[config.mk]
export PLATFORM = sky130hd
export DESIGN_NAME = psw_ctrl
export DESIGN_NICKNAME = d
export VERILOG_FILES = /design/src/rtl/core/psw_pkg.sv /design/src/rtl/core/psw_ctrl.sv
export SDC_FILE = /design/constraint.sdc
export NUM_CORES = 1
export LEC_CHECK = 0
export ABC_CLOCK_PERIOD_IN_PS = 2200
export BUFFER_PORTS_ARGS = -buffer_cell sky130_fd_sc_hd__buf_2
export CORE_MARGIN = 10
export CORE_UTILIZATION = 48
export DETAILED_ROUTE_END_ITERATION = 12
export PLACE_DENSITY = 0.75
export SKIP_LAST_GASP = 1
export SYNTH_ARGS = -nofsm -noshare
export SYNTH_HDL_FRONTEND = slang
export SYNTH_SLANG_ARGS = --single-unit
[constraint.sdc]
create_clock -name clk -period 2.2 [get_ports clk]
set_clock_uncertainty 0.1 [all_clocks]
set_input_delay 0.11 -clock clk [delete_from_list [all_inputs] [get_ports clk]]
set_output_delay 0.11 -clock clk [all_outputs]
set_load 0.02 [all_outputs]
[src/rtl/core/psw_pkg.sv]
package psw_pkg;

  localparam int SearchRange = 1;
  localparam int PicWidth = 256;
  localparam int PicHeight = 256;
  localparam int UseW = (PicWidth < 256) ? PicWidth : 256;
  localparam int UseH = (PicHeight < 256) ? PicHeight : 256;
  localparam int WinSide = 2 * SearchRange + 1;
  localparam int WinCount = WinSide * WinSide;
  localparam int WinW = $clog2(WinCount + 1);
  localparam int OffW = 4;

  localparam logic [62:0] AccMax = {63{1'b1}};

  localparam logic [2:0] RegShift0 = 3'd0;
  localparam logic [2:0] RegShift1 = 3'd1;
  localparam logic [2:0] RegShift2 = 3'd2;
  localparam logic [2:0] RegShift3 = 3'd3;
  localparam logic [2:0] RegWeight0 = 3'd4;
  localparam logic [2:0] RegWeight1 = 3'd5;
  localparam logic [2:0] RegWeight2 = 3'd6;
  localparam logic [2:0] RegWeight3 = 3'd7;

  localparam logic FuncLoad = 1'b0;
  localparam logic FuncTest = 1'b1;

  typedef struct packed {
    logic        func;
    logic [7:0]  pos_x;
    logic [7:0]  pos_y;
    logic [15:0] comp0;
    logic [15:0] comp1;
    logic [15:0] comp2;
    logic [15:0] comp3;
    logic        row_end;
  } in_word_t;

  typedef struct packed {
    logic [62:0] row_sum0;
    logic [62:0] row_sum1;
    logic [62:0] row_sum2;
    logic [62:0] row_sum3;
  } out_word_t;

  // controller to datapath
  typedef struct packed {
    logic capture;   // latch the accepted word
    logic load_wr;   // write reference pixel
    logic rd_issue;  // issue a window read
    logic sq_en;     // difference/square stage valid
    logic err_en;    // weighted error stage valid
    logic cmp_en;    // compare stage valid
    logic first;     // compare stage holds the first candidate
    logic accum;     // add winner to accumulators
    logic emit;      // load output register and clear sums
  } psw_cmd_t;

  typedef struct packed {
    logic is_test;
    logic row_end;
    logic in_pic;
  } psw_stat_t;

  function automatic logic [7:0] clamp_coord(input logic [7:0] p, input logic signed [3:0] d,
                                             input int size);
    logic signed [9:0] v;
    v = $signed({2'b00, p}) + 10'(d);
    if (v < 0) return 8'd0;
    if (v > 10'(size - 1)) return 8'(size - 1);
    return v[7:0];
  endfunction

endpackage

[src/rtl/core/psw_ctrl.sv]
module psw_ctrl (
  input  logic                 clk,
  input  logic                 rst,
  input  logic                 in_valid,
  output logic                 in_stall,
  input  logic                 out_valid,
  input  logic                 out_stall,
  input  psw_pkg::psw_stat_t   stat,
  output psw_pkg::psw_cmd_t    cmd,
  output logic [psw_pkg::WinW-1:0] win_idx
);

  typedef enum logic [3:0] {
    ST_IDLE = 4'b0001,
    ST_DISP = 4'b0010,
    ST_SCAN = 4'b0100,
    ST_EMIT = 4'b1000
  } state_t;

  state_t state, state_next;
  logic [psw_pkg::WinW-1:0] win_idx_next;
  // pipeline valid bits: read, square, error, compare
  logic v_rd, v_sq, v_err, v_cmp;
  logic f_rd, f_sq, f_err;
  logic reads_done;

  assign reads_done = (win_idx == psw_pkg::WinW'(psw_pkg::WinCount));
  assign in_stall = (state != ST_IDLE);

  always_comb begin
    state_next = state;
    win_idx_next = win_idx;
    cmd = '0;
    unique case (state)
      ST_IDLE: begin
        if (in_valid) begin
          cmd.capture = 1'b1;
          state_next = ST_DISP;
        end
      end
      ST_DISP: begin
        if (!stat.is_test) begin
          cmd.load_wr = stat.in_pic;
          state_next = ST_IDLE;
        end else begin
          win_idx_next = '0;
          state_next = ST_SCAN;
        end
      end
      ST_SCAN: begin
        if (!reads_done) begin
          cmd.rd_issue = 1'b1;
          win_idx_next = win_idx + 1'b1;
        end else if (!v_rd && !v_sq && !v_err && !v_cmp) begin
          cmd.accum = 1'b1;
          state_next = stat.row_end ? ST_EMIT : ST_IDLE;
        end
      end
      ST_EMIT: begin
        // hold until the previous result word has left
        if (!out_valid || !out_stall) begin
          cmd.emit = 1'b1;
          state_next = ST_IDLE;
        end
      end
      default: state_next = ST_IDLE;
    endcase
    cmd.sq_en = v_rd;
    cmd.err_en = v_sq;
    cmd.cmp_en = v_err;
    cmd.first = f_err;
  end

  always_ff @(posedge clk) begin
    if (rst) begin
      state <= ST_IDLE;
      win_idx <= '0;
      {v_rd, v_sq, v_err, v_cmp} <= '0;
      {f_rd, f_sq, f_err} <= '0;
    end else begin
      state <= state_next;
      win_idx <= win_idx_next;
      v_rd <= cmd.rd_issue;
      f_rd <= cmd.rd_issue && (win_idx == '0);
      v_sq <= v_rd;
      f_sq <= f_rd;
      v_err <= v_sq;
      f_err <= f_sq;
      v_cmp <= v_err;
    end
  end

  a_no_accept_busy: assert property (@(posedge clk) disable iff (rst)
    (state != ST_IDLE) |-> in_stall) else $error("accept while busy");
  a_win_bound: assert property (@(posedge clk) disable iff (rst)
    win_idx <= psw_pkg::WinW'(psw_pkg::WinCount)) else $error("window index overrun");
  a_accum_drained: assert property (@(posedge clk) disable iff (rst)
    cmd.accum |-> (!v_rd && !v_sq && !v_err)) else $error("accumulate before drain");
  a_emit_once: assert property (@(posedge clk) disable iff (rst)
    cmd.emit |=> !cmd.emit) else $error("double emit");

endmodule

Word-level counts from Yosys, hierarchy flattened
Cells that the tools add are included.
{ "word_totals": {"ff_bits": 15} }
{ "op_classes": {"add_sub_neg": 1, "eq_ne": 12, "muxes": 21, "reduce_logical": 15} }
{ "ops": {"columns": ["cell", "count"], "rows": [
  ["two-way mux 4 bit", 7],
  ["one-hot mux 4 bit (4 select lines)", 1],
  ["!= test 2 bit, second input constant", 6],
  ["two-way mux 1 bit", 11],
  ["equality test 4 bit, second input constant", 2],
  ["one-hot mux 4 bit (2 select lines)", 1],
  ["logical NOT 1 bit", 6],
  ["adder 4 x 1 -> 4 bit, second input constant", 1],
  ["equality test 4 x 1 -> 1 bit, second input constant", 1],
  ["equality test 4 x 2 -> 1 bit, second input constant", 1],
  ["equality test 4 x 3 -> 1 bit, second input constant", 1],
  ["logical AND 1 bit", 4],
  ["logical NOT 4 bit", 1],
  ["!= test 4 x 1 -> 1 bit, second input constant", 1],
  ["AND reduction 4 bit", 1],
  ["two-way mux 3 bit", 1],
  ["AND reduction 3 bit", 1],
  ["nonzero test 2 bit", 1],
  ["logical OR 1 bit", 1]
]} }

Depth between registers and ports, before layout
Gate-level depths: netlist of the first run.
{ "depth": {"word_depth": 7, "ltp_mapped": 6, "mapped_depth_nobuf": 6} }

Worst setup path before layout of the first run
OpenSTA, ideal clock, no wires.
{ "synth_timing": {"kind": "register -> register", "startpoint": "reg win_idx[0] in the netlist's numbering", "endpoint": "reg win_idx[1] in the netlist's numbering", "setup_ns": 0.071, "arrival_ns": 1.616, "path_slack_ns": 0.413, "stages_incl_launch_ff": 6, "period_less_slack_ns": 1.787, "cell_sequence": "dfxtp_1 > ha_1 > nand3b_2 > and2_1 > or3_1 > a21oi_1"} }
{ "synth_via": {"elab_chain_len": 3, "elab_cells_between_ends": 6} }
{ "synth_lines": {"columns": ["item", "line_no", "text"], "rows": [
  ["start, declared", "psw_ctrl.sv:10", "output logic [psw_pkg::WinW-1:0] win_idx"],
  ["start signal, assigned", "psw_ctrl.sv:82", "win_idx <= win_idx_next;"],
  ["adder 4 x 1 -> 4 bit or equality test 4 bit (tied branches)", "psw_ctrl.sv:53, psw_ctrl.sv:27", null],
  ["two-way mux 4 bit or != test 2 bit (tied branches)", null, null],
  ["one-hot mux 4 bit (2 select lines) or AND reduction 3 bit (tied branches)", null, null]
]} }
Several ways; a longest one is shown, not always the timed one. The select of a mux whose other input is x is not followed.
A chain may end at the register's enable or synchronous reset.

==> results.md, run 1 <==
- Clock insertion delay at the later pin of the skew report: 0.29 ns
- RSZ-0062 raised after global routing: no
- Portion of the post-synthesis area used by sequential elements: 0.403
- Max-cap violation count: 0
- Layout Utilization: 0.602
- Antenna cells: 0
- Fmax achieved: 0.512 GHz
- Synthesized-area fraction occupied by xor and xnor cells: 0.0235
- Share of the synthesized area in compound gates (AO/OA/AOI/OAI): 0.114
- Largest incremental delay on the critical path: 0.48 ns
- IR Drop Worst-Case VDD: 0.000370 V
- Pin slew with the least headroom to its limit: 0.450 ns
- Maximum root-to-sink buffer count: 2
- Clock period minus final worst setup slack: 1.95 ns
- Dominant combinational cell family by area after synthesis: simple AND/OR/NAND/NOR gates
- Area grow syn2layout: 20.3%
- Worst-case headroom to the max-slew limit: 0.699
- H-Tree Level Count: 1
- Horizontal die dimension: 59.4 µm
- Combined area of all synthesized cells: 744 µm²
- Syn_nets: 90
- Clock transition at the registers of the reported paths: 0.09 ns
- Number of synthesized register bits: 15
- Row count: 14
- Vert. Die Dim: 59.4 µm
- Adder and majority gate portion of the synthesized area: 0.0504
- Number of distinct standard cells referenced by the synthesized netlist: 34
- Layout net count: 114
- Routed wire length per instance: about 14 µm
- Setup slack, reg-to-reg: 0.48 ns
- Die area: 3530 µm²
- Wire length of the first global-routing pass: 2840 µm
- Via Count: 631
- Logic depth of the worst register-to-register path: 4
- Critical path peak fanout: 7
- Master of the slowest instance on the critical path: sky130_fd_sc_hd__nor4b_2
- PortBufs: 21
- Hold Slack: 0.0295 ns
- Setup-violating endpoint count in the final report: 0
- Synth Area per Inst: approximately 9.4 µm²
- Commonest cells after routing, fill and taps aside: sky130_fd_sc_hd__buf_2, sky130_fd_sc_hd__dfxtp_1, sky130_fd_sc_hd__nor2b_1
- Count of cells along the worst hold path: 3
- Post-DR vias/cell: 5.35
- Startpoint kind of the worst setup timing path: flip-flop
- Most area-consuming cells after synthesis: sky130_fd_sc_hd__dfxtp_1, sky130_fd_sc_hd__nor2b_1, sky130_fd_sc_hd__ha_1
- Number of global-route vias before repair: 626
- Largest net degree at the start of global routing: 16
- FF+latch area: between 300 and 400 µm²
- Overall overflow remaining after global route: 0
- Outcome: completed
- Most common library cell in the layout ignoring fill and taps: sky130_fd_sc_hd__buf_2
- Worst path required time: 1.99 ns
- Number of placed I/O pins: 22
- Element type at the critical path end: output pin
- Arrival time at the worst endpoint: about 1.7 ns
- Post-CTS Resized: 0
- Post-route clock period utilization: 0.888
- CTS buffer count: 3
- Total count of hold-check failures in the final report: 0
- Number of antenna-violating nets in the routed design: 0
- First DRT Iteration DRCs: 19
- Core region area: 1490 µm²
- Starting utilization of the core area: 0.500
- Area of the multi-input gates: 395 µm²
- Max-slew violation count: 0
- Detailed-routing iteration count for the pre-antenna-repair pass: 4
- Share of layout cells above drive strength 1: 0.294
- Initial antenna violation count: 0
- Clock tree from TritonCTS: yes
- Last weighted congestion value of the routability-driven placer: 0.860
- Area share of the largest cell type after synthesis: 0.403
- Total number of yosys warnings: 0
- Final-layout setup total negative slack: 0 ns
- Detailed Place HPWL: 1210 µm
- Worst path cell trace: nor4b_2, nor2b_1, and2_1, buf_2
- DRT Wirelength: 1660 µm
- Sinks on the clock net: 15
- Leak Pwr: 0.000387 µW
- Number of standard cells after synthesis: 79
- All-Layer GR Usage: 0.103
- CTS root buf: sky130_fd_sc_hd__clkbuf_4
- Share of synthesized cell area in and, or, nand and nor gates: 0.343
- Share of synthesized area spent on multiplexers: 0
- Number of fill cells in the layout: 134
- Count of unresolved DRC violations after routing: 0
- Cell type with the largest total area after synthesis: sky130_fd_sc_hd__dfxtp_1
- Hold crit path type: primary input to flip-flop
- Total power divided by cell area: around 550 nW/µm²
- Critical path start-end classification: flip-flop to output pin
## synth_stat cells
master and number:
sky130_fd_sc_hd__nor4_1 1, sky130_fd_sc_hd__o211ai_1 1, sky130_fd_sc_hd__nand2b_1 1, sky130_fd_sc_hd__a311oi_1 1, sky130_fd_sc_hd__ha_1 3, sky130_fd_sc_hd__nor4b_4 1
sky130_fd_sc_hd__o21ai_1 1, sky130_fd_sc_hd__nand3b_2 1, sky130_fd_sc_hd__nor3_2 1, sky130_fd_sc_hd__and2_1 3, sky130_fd_sc_hd__nand2_1 4, sky130_fd_sc_hd__nor2b_1 9
sky130_fd_sc_hd__o21ai_2 1, sky130_fd_sc_hd__xor2_1 1, sky130_fd_sc_hd__inv_1 4, sky130_fd_sc_hd__and3_1 1, sky130_fd_sc_hd__dfxtp_1 15, sky130_fd_sc_hd__or4_1 1
sky130_fd_sc_hd__nand3b_1 1, sky130_fd_sc_hd__or3_1 2, sky130_fd_sc_hd__buf_4 4, sky130_fd_sc_hd__clkbuf_1 1, sky130_fd_sc_hd__nor4b_2 1, sky130_fd_sc_hd__o311a_1 1
sky130_fd_sc_hd__nand3_1 1, sky130_fd_sc_hd__nor3_1 2, sky130_fd_sc_hd__nor2_1 5, sky130_fd_sc_hd__and3b_1 1, sky130_fd_sc_hd__a211oi_1 1, sky130_fd_sc_hd__a21oi_1 4
sky130_fd_sc_hd__nand4_1 1, sky130_fd_sc_hd__xnor2_1 1, sky130_fd_sc_hd__a41oi_1 2, sky130_fd_sc_hd__or4b_1 1
## report_power, final
group | internal [µW] | switching [µW] | total, µW | leakage [µW]
clock network | 69.1 | 91.4 | 160 | 0.0000139
logic | 23.4 | 28.3 | 51.7 | 0.000252
registers | 276 | 8.94 | 285 | 0.000121
## final cells by class
class,instances,share of cell area
clock inverter,1,0.00838
multi-input combinational,55,0.441
sequential,15,0.335
inverter,4,0.0168
timing repair buffer,24,0.151
clock buffer,3,0.0251
tap,16,0.0223
## final timing paths
kind,start,end
max,state[0],cmd[7]
min,out_stall,state[3]
max reg2reg,state[0],state[0]
min reg2reg,f_rd,f_sq
## per-stage QoR
stage               setup slack [ns]  std cells  power, µW  cell area (µm²)
floorplan                      0.413         79        319              744
global placement               0.493        111        338              836
detailed placement             0.499        111        338              836
CTS                            0.260        118        503              896
global route                   0.132        118        526              896
finish                         0.246        118        497              896
## cells by family after synthesis
family                     count (synthesis)
buffers and inverters                      9
adders and majority gates                  3
AOI/OAI and AO/OA                         12
xor gates and xnor gates                   2
and+or+nand+nor                           38
DFF                                       15
## metal layers
metal,vias up,global-route usage,part of all wire
met5,-,0,0
met4,0,0.0393,0.014
met3,4,0.0451,0.063
met2,18,0.158,0.47
met1,289,0.122,0.45
li1,320,-,-
## worst max-delay path, delay by kind of cell, from the launching register on
family	cells	cell delay, ns
and+or+nand+nor	3	0.91
DFF	1	0.40
buffers and inverters	1	0.15
## sequential cells by signal, summed over array words and instances, names as in the netlist
| signal | flops |
|---|---|
| f_sq | 1 |
| v_sq | 1 |
| state | 4 |
| f_err | 1 |
| v_err | 1 |
| win_idx | 4 |
| v_cmp | 1 |
| v_rd | 1 |
| f_rd | 1 |
## what timing repair did
item / CTS / global route
hold buffers: 3 / 0
setup buffers: 0 / 0
hold endpoints to repair: 3 / 0
Power figures use the tool's default switching activity.
==> run 2, diff against run 1 <==
- CORE_UTILIZATION: 48 -> 52
- CTS_BUF_LIST: unset -> sky130_fd_sc_hd__clkbuf_2
- PLACE_DENSITY: 0.75 -> 0.8
==> run 2 against run 1 <==
  * Wire length shrank 0.79%
  * First-iteration DRC count fell by 74%
  * Via count increased by 2.1%
  * Power fell by 4.5%
  * Non-clock buffer count rose by 1
  * Sequential cell count unchanged
  * Clock-buffer cell count rose by 1
  * Worst setup slack worse by 0.024 ns
  * Largest power group unchanged
  * Highest routed layer unchanged
==> results.md, run 2 (synthesis results as in run 1) <==
- Outcome: completed
- RSZ-0062 raised after global routing: no
- Registers with the most flip-flops: state (4), win_idx (4)
- CTS buffer count: 3
- Total power divided by cell area: 530 nW/µm²
- Detailed-routing iteration count for the pre-antenna-repair pass: 4
- Clk network pwr share: 0.288
- Routed wire length per instance: 13.9 µm
- Pin slew with the least headroom to its limit: roughly 0.45 ns
- Post-CTS setup buffer count: 0
- Count of unresolved DRC violations after routing: 0
- Number of fill cells in the layout: 114
- Clock transition at the registers of the reported paths: between 0.1 and 0.15 ns
- Maximum root-to-sink buffer count: 2
- Total net switching power: between 100 and 150 µW
- Number of placed I/O pins: 22
- Last weighted congestion value of the routability-driven placer: 0.784
- Final-layout setup total negative slack: 0 ns
- Largest incremental delay on the critical path: approximately 0.5 ns
- Clock insertion delay at the later pin of the skew report: 0.28 ns
- Worst path cell trace: nor4b_2, nor2b_1, and2_1, buf_2
- Post-route clock period utilization: 0.899
- Vert. Die Dim: roughly 58 µm
- Total count of hold-check failures in the final report: 0
- CTS root buf: sky130_fd_sc_hd__clkbuf_2
- Commonest cells after routing, fill and taps aside: sky130_fd_sc_hd__buf_2, sky130_fd_sc_hd__dfxtp_1, sky130_fd_sc_hd__nor2b_1
- Detailed Place HPWL: 1220 µm
- Share of layout cells above drive strength 1: 0.291
- Antenna cells: 0
- Horizontal die dimension: 57.8 µm
- Leak Pwr: a little under 0.0004 µW
- Worst-case headroom to the max-slew limit: 0.696
- Sequential power share: 0.600
- Wire length of the first global-routing pass: 2660 µm
- Sinks on the clock net: 15
- Max-slew violation count: 0
- IR Drop Worst-Case VDD: roughly 0.00025 V
- Master of the slowest instance on the critical path: sky130_fd_sc_hd__nor4b_2
- Core region area: 1320 µm²
- Critical path start-end classification: flip-flop to output pin
- H-Tree Level Count: 1
- Post-CTS Hold Fix Bufs: 3
- Post-CTS Resized: 0
- Hold wc startpoint: out_valid
- Post-DR vias/cell: 5.46
- All-Layer GR Usage: 0.0972
- Initial antenna violation count: 0
- Area grow syn2layout: 20.2%
- Fmax achieved: slightly above 0.5 GHz
- Number of antenna-violating nets in the routed design: 0
- Most common library cell in the layout ignoring fill and taps: sky130_fd_sc_hd__buf_2
- Worst path required time: 1.99 ns
- Switch share: 0.265
- Clock period minus final worst setup slack: between 1.5 and 2 ns
- Internal power component: 349 µW
- Row count: 13
- Setup-violating endpoint count in the final report: 0
- Critical path peak fanout: 7
- Startpoint kind of the worst setup timing path: flip-flop
- Clock tree from TritonCTS: yes
- PortBufs: 21
- Starting utilization of the core area: 0.565
- Overall overflow remaining after global route: 0
- Beginning of the worst register-to-register path: state[0]
- Die area: ~3300 µm²
- Arrival time at the worst endpoint: 1.77 ns
- DRT Wirelength: 1640 µm
- Largest net degree at the start of global routing: 16
- Number of global-route vias before repair: between 600 and 700
- Layout net count: 115
- Via Count: between 600 and 700
- Combinational cell fraction of total power: 0.113
- Total power: between 400 and 500 µW
- Max-cap violation count: 0
- Element type at the critical path end: output pin
- First DRT Iteration DRCs: 5
- CP startpoint: state[0]
- Hold crit path type: primary input to flip-flop
==> run 2: changes by cell type in the layout (fill, tap and decap cells not counted) <==
| cell | change |
|---|---|
| sky130_fd_sc_hd__clkbuf_2 | +4 |
| sky130_fd_sc_hd__clkbuf_4 | -3 |
| sky130_fd_sc_hd__clkinvlp_4 | -1 |
| sky130_fd_sc_hd__dlygate4sd3_1 | +1 |
==> run 2: power groups by stage <==
stage,registers [µW],logic (µW),clock network [µW]
floorplan,289,30.4,0
global placement,290,47.0,0
detailed placement,290,48.4,0
CTS,284,52.6,136
global route,286,58.8,150
finish,285,53.5,137
==> run 2: path summary, 6_finish.rpt <==
path / endpoint / slack (ns) / cells past startpoint
setup / recovery: cmd[7] / 0.22 / 4
hold / removal: state[3] / 0.03 / 3
setup reg to reg: state[0] / 0.45 / 4
hold reg to reg: f_sq / 0.36 / 1
==> run 2: layout make-up <==
cell class	count	area (µm²)	share of cell area
clock buffers	4	20.0	0.0224
inverters	4	15.0	0.0168
multi-input cells	55	395	0.442
flip-flops and latches	15	300	0.336
well taps	15	18.8	0.0210
repair buffers	25	145	0.162
==> run 2: stage by stage <==
stage,utilization,hold slack [ns],worst slack (ns),area [µm²],cells
floorplan,-,0.0816,0.413,744,79
global route,0.679,0.0124,0.0729,895,118
global placement,0.633,0.275,0.505,835,110
CTS,0.671,0.00540,0.212,885,117
finish,0.679,0.0283,0.222,895,118
detailed placement,0.633,0.277,0.466,835,110
==> run 2: worst max-delay path: cells and delay by family (launching register included) <==
kind,cells,cell delay (ns)
AND/OR/NAND/NOR,3,0.92
buffers and inverters,1,0.16
flip-flops,1,0.42
==> run 2: metal layers <==
layer / track usage / routed length [µm]
met5: 0 / 0
met2: 0.166 / 813
met3: 0.0349 / 81
met4: 0.0403 / 27
met1: 0.106 / 722
==> run 3, diff against run 2 <==
- CORE_UTILIZATION: 52 -> 43
- PLACE_DENSITY: 0.8 -> 0.68
==> run 3 against run 2 <==
  * Cell area is 0.98% higher
  * Core utilization is 11 points lower
  * Global-route usage hardly changed
  * Critical endpoint is now state[3]
  * Largest cell class unchanged
  * Largest power group unchanged
==> results.md, run 3 (synthesis results as in run 1) <==
- Post-CTS setup buffer count: 0
- Clk network pwr share: 0.272
- Last weighted congestion value of the routability-driven placer: 0.844
- Beginning of the worst register-to-register path: state[0]
- Starting utilization of the core area: 0.472
- Area grow syn2layout: 21.3%
- Detailed Place HPWL: 1270 µm
- Total power divided by cell area: 513 nW/µm²
- Logic depth of the worst register-to-register path: 5
- Row count: 14
- Worst path required time: approximately 2.3 ns
- Placement-stage worst setup slack: 0.489 ns
- Wire length of the first global-routing pass: 2770 µm
- Outcome: completed
- Antenna cells: 0
- H-Tree Level Count: 1
- Internal power component: approximately 340 µW
- Hold Slack: 0.0773 ns
- Sequential power share: 0.616
- Cell area after layout: 903 µm²
- Routed wire length per instance: 13.4 µm
- Commonest cells after routing, fill and taps aside: sky130_fd_sc_hd__buf_2, sky130_fd_sc_hd__dfxtp_1, sky130_fd_sc_hd__nor2b_1
- Initial antenna violation count: 0
- Fmax achieved: slightly below 0.5 GHz
- Core region area: 1580 µm²
- Worst Slack Setup Final: 0.150 ns
- Clock transition at the registers of the reported paths: 0.14 ns
- Setup-violating endpoint count in the final report: 0
- Sinks on the clock net: 15
- Via Count: 630
- Element type at the critical path end: flip-flop
- Critical path peak fanout: 7
- Placed inst area: 836 µm²
- Post-route clock period utilization: 0.932
- Leak Pwr: roughly 0.00040 µW
- Total net switching power: 123 µW
- Arrival time at the worst endpoint: between 2 and 2.5 ns
- Detailed-routing iteration count for the pre-antenna-repair pass: 2
- CTS root buf: sky130_fd_sc_hd__clkbuf_2
- Layout net count: 115
- Hold wc startpoint: rst
- Count of cells along the worst hold path: 2
- Most common library cell in the layout ignoring fill and taps: sky130_fd_sc_hd__buf_2
- Overall overflow remaining after global route: 0
- Combinational cell fraction of total power: 0.112
- Vert. Die Dim: 61.6 µm
- Hold path endpoint: v_sq
- First DRT Iteration DRCs: 5
- Registers with the most flip-flops: state (4), win_idx (4)
- Pin slew with the least headroom to its limit: 0.438 ns
- Number of antenna-violating nets in the routed design: 0
- PortBufs: 21
- Worst-case headroom to the max-slew limit: 0.707
- IR Drop Worst-Case VDD: 0.000313 V
- Count of unresolved DRC violations after routing: 0
- Number of global-route vias before repair: 620
- Die area: 3800 µm²
- Largest net degree at the start of global routing: 16
- Maximum root-to-sink buffer count: 2
- Switch share: 0.264
- Clock tree from TritonCTS: yes
- DRT Wirelength: 1590 µm
- Post-DR vias/cell: around 5.3
- Critical path start-end classification: flip-flop to flip-flop
- Max-slew violation count: 0
- Number of placed I/O pins: 22
- Share of layout cells above drive strength 1: 0.330
- Worst reg2reg endpoint: state[3]
- Clock period minus final worst setup slack: roughly 2.1 ns
- Horizontal die dimension: 61.6 µm
- All-Layer GR Usage: 0.0975
- Hold crit path type: primary input to flip-flop
- Max-cap violation count: 0
- Setup slack, reg-to-reg: ~0.15 ns
- CTS buffer count: 3
- Total count of hold-check failures in the final report: 0
- Clock insertion delay at the later pin of the skew report: about 0.28 ns
- Final-layout setup total negative slack: 0 ns
- Startpoint kind of the worst setup timing path: flip-flop
- RSZ-0062 raised after global routing: no
## run 3: changes by cell type in the layout (fill, tap and decap cells not counted)
cell and delta:
sky130_fd_sc_hd__dfxtp_1 -3, sky130_fd_sc_hd__dfxtp_2 +3, sky130_fd_sc_hd__clkbuf_2 -1, sky130_fd_sc_hd__clkinv_2 +1, sky130_fd_sc_hd__or4_1 -1, sky130_fd_sc_hd__or4_4 +1
## run 3: worst max path at each step
| stage | start | endpoint | slack, ns | depth (start not counted) |
|---|---|---|---|---|
| 2_1_floorplan | win_idx[0] | win_idx[1] | 0.41 | 5 |
| 3_5_place_dp | state[0] | state[0] | 0.49 | 4 |
| 3_3_place_gp | state[0] | state[0] | 0.47 | 4 |
| 4_1_cts | state[0] | state[3] | 0.03 | 5 |
| 6_report | state[0] | state[3] | 0.15 | 5 |
| 5_1_grt | state[1] | cmd[7] | 0.03 | 4 |
## run 3: cell type report
class | instances | area (µm²)
Fill cell | 158 | 673
Multi-Input combinational cell | 55 | 399
Sequential cell | 15 | 304
Timing Repair Buffer | 25 | 145
Tap cell | 16 | 20.0
Clock buffer | 3 | 15.0
Inverter | 4 | 15.0
Clock inverter | 1 | 5.00
## run 3: repair_timing
action	in CTS	in global routing
endpoints found under the setup margin	0	1
resized for setup	0	4
hold endpoints to repair	3	0
hold buffers	4	0
## run 3: worst max-delay path, stage by stage, from the launching register on
cell	delay, ns
sky130_fd_sc_hd__dfxtp_2	0.39
sky130_fd_sc_hd__or4b_1	0.56
sky130_fd_sc_hd__nor3_2	0.18
sky130_fd_sc_hd__nand2_1	0.08
sky130_fd_sc_hd__a21oi_1	0.14
sky130_fd_sc_hd__dlygate4sd3_1	0.55
## run 3: routing by layer
metal | global-route usage | part of all wire | up-vias
met4 | 0.0287 | 0.0057 | 0
met1 | 0.110 | 0.45 | 293
met5 | 0 | 0 | -
met3 | 0.0535 | 0.061 | 2
met2 | 0.155 | 0.48 | 12
li1 | - | - | 323
## run 3: through the flow
step | std cells | total power, µW | util
finish | 119 | 464 | 0.573
global route | 119 | 492 | 0.573
CTS | 119 | 472 | 0.568
detailed placement | 111 | 339 | 0.530
global placement | 111 | 338 | 0.530
floorplan | 79 | 319 | -
## run 3: power by group through the flow
stage | combinational, µW | sequential (µW) | clock, µW
2_1_floorplan | 30.4 | 289 | 0
3_3_place_gp | 48.0 | 290 | 0
3_5_place_dp | 48.0 | 291 | 0
4_1_cts | 52.2 | 285 | 134
5_1_grt | 57.8 | 287 | 148
6_report | 51.7 | 286 | 126
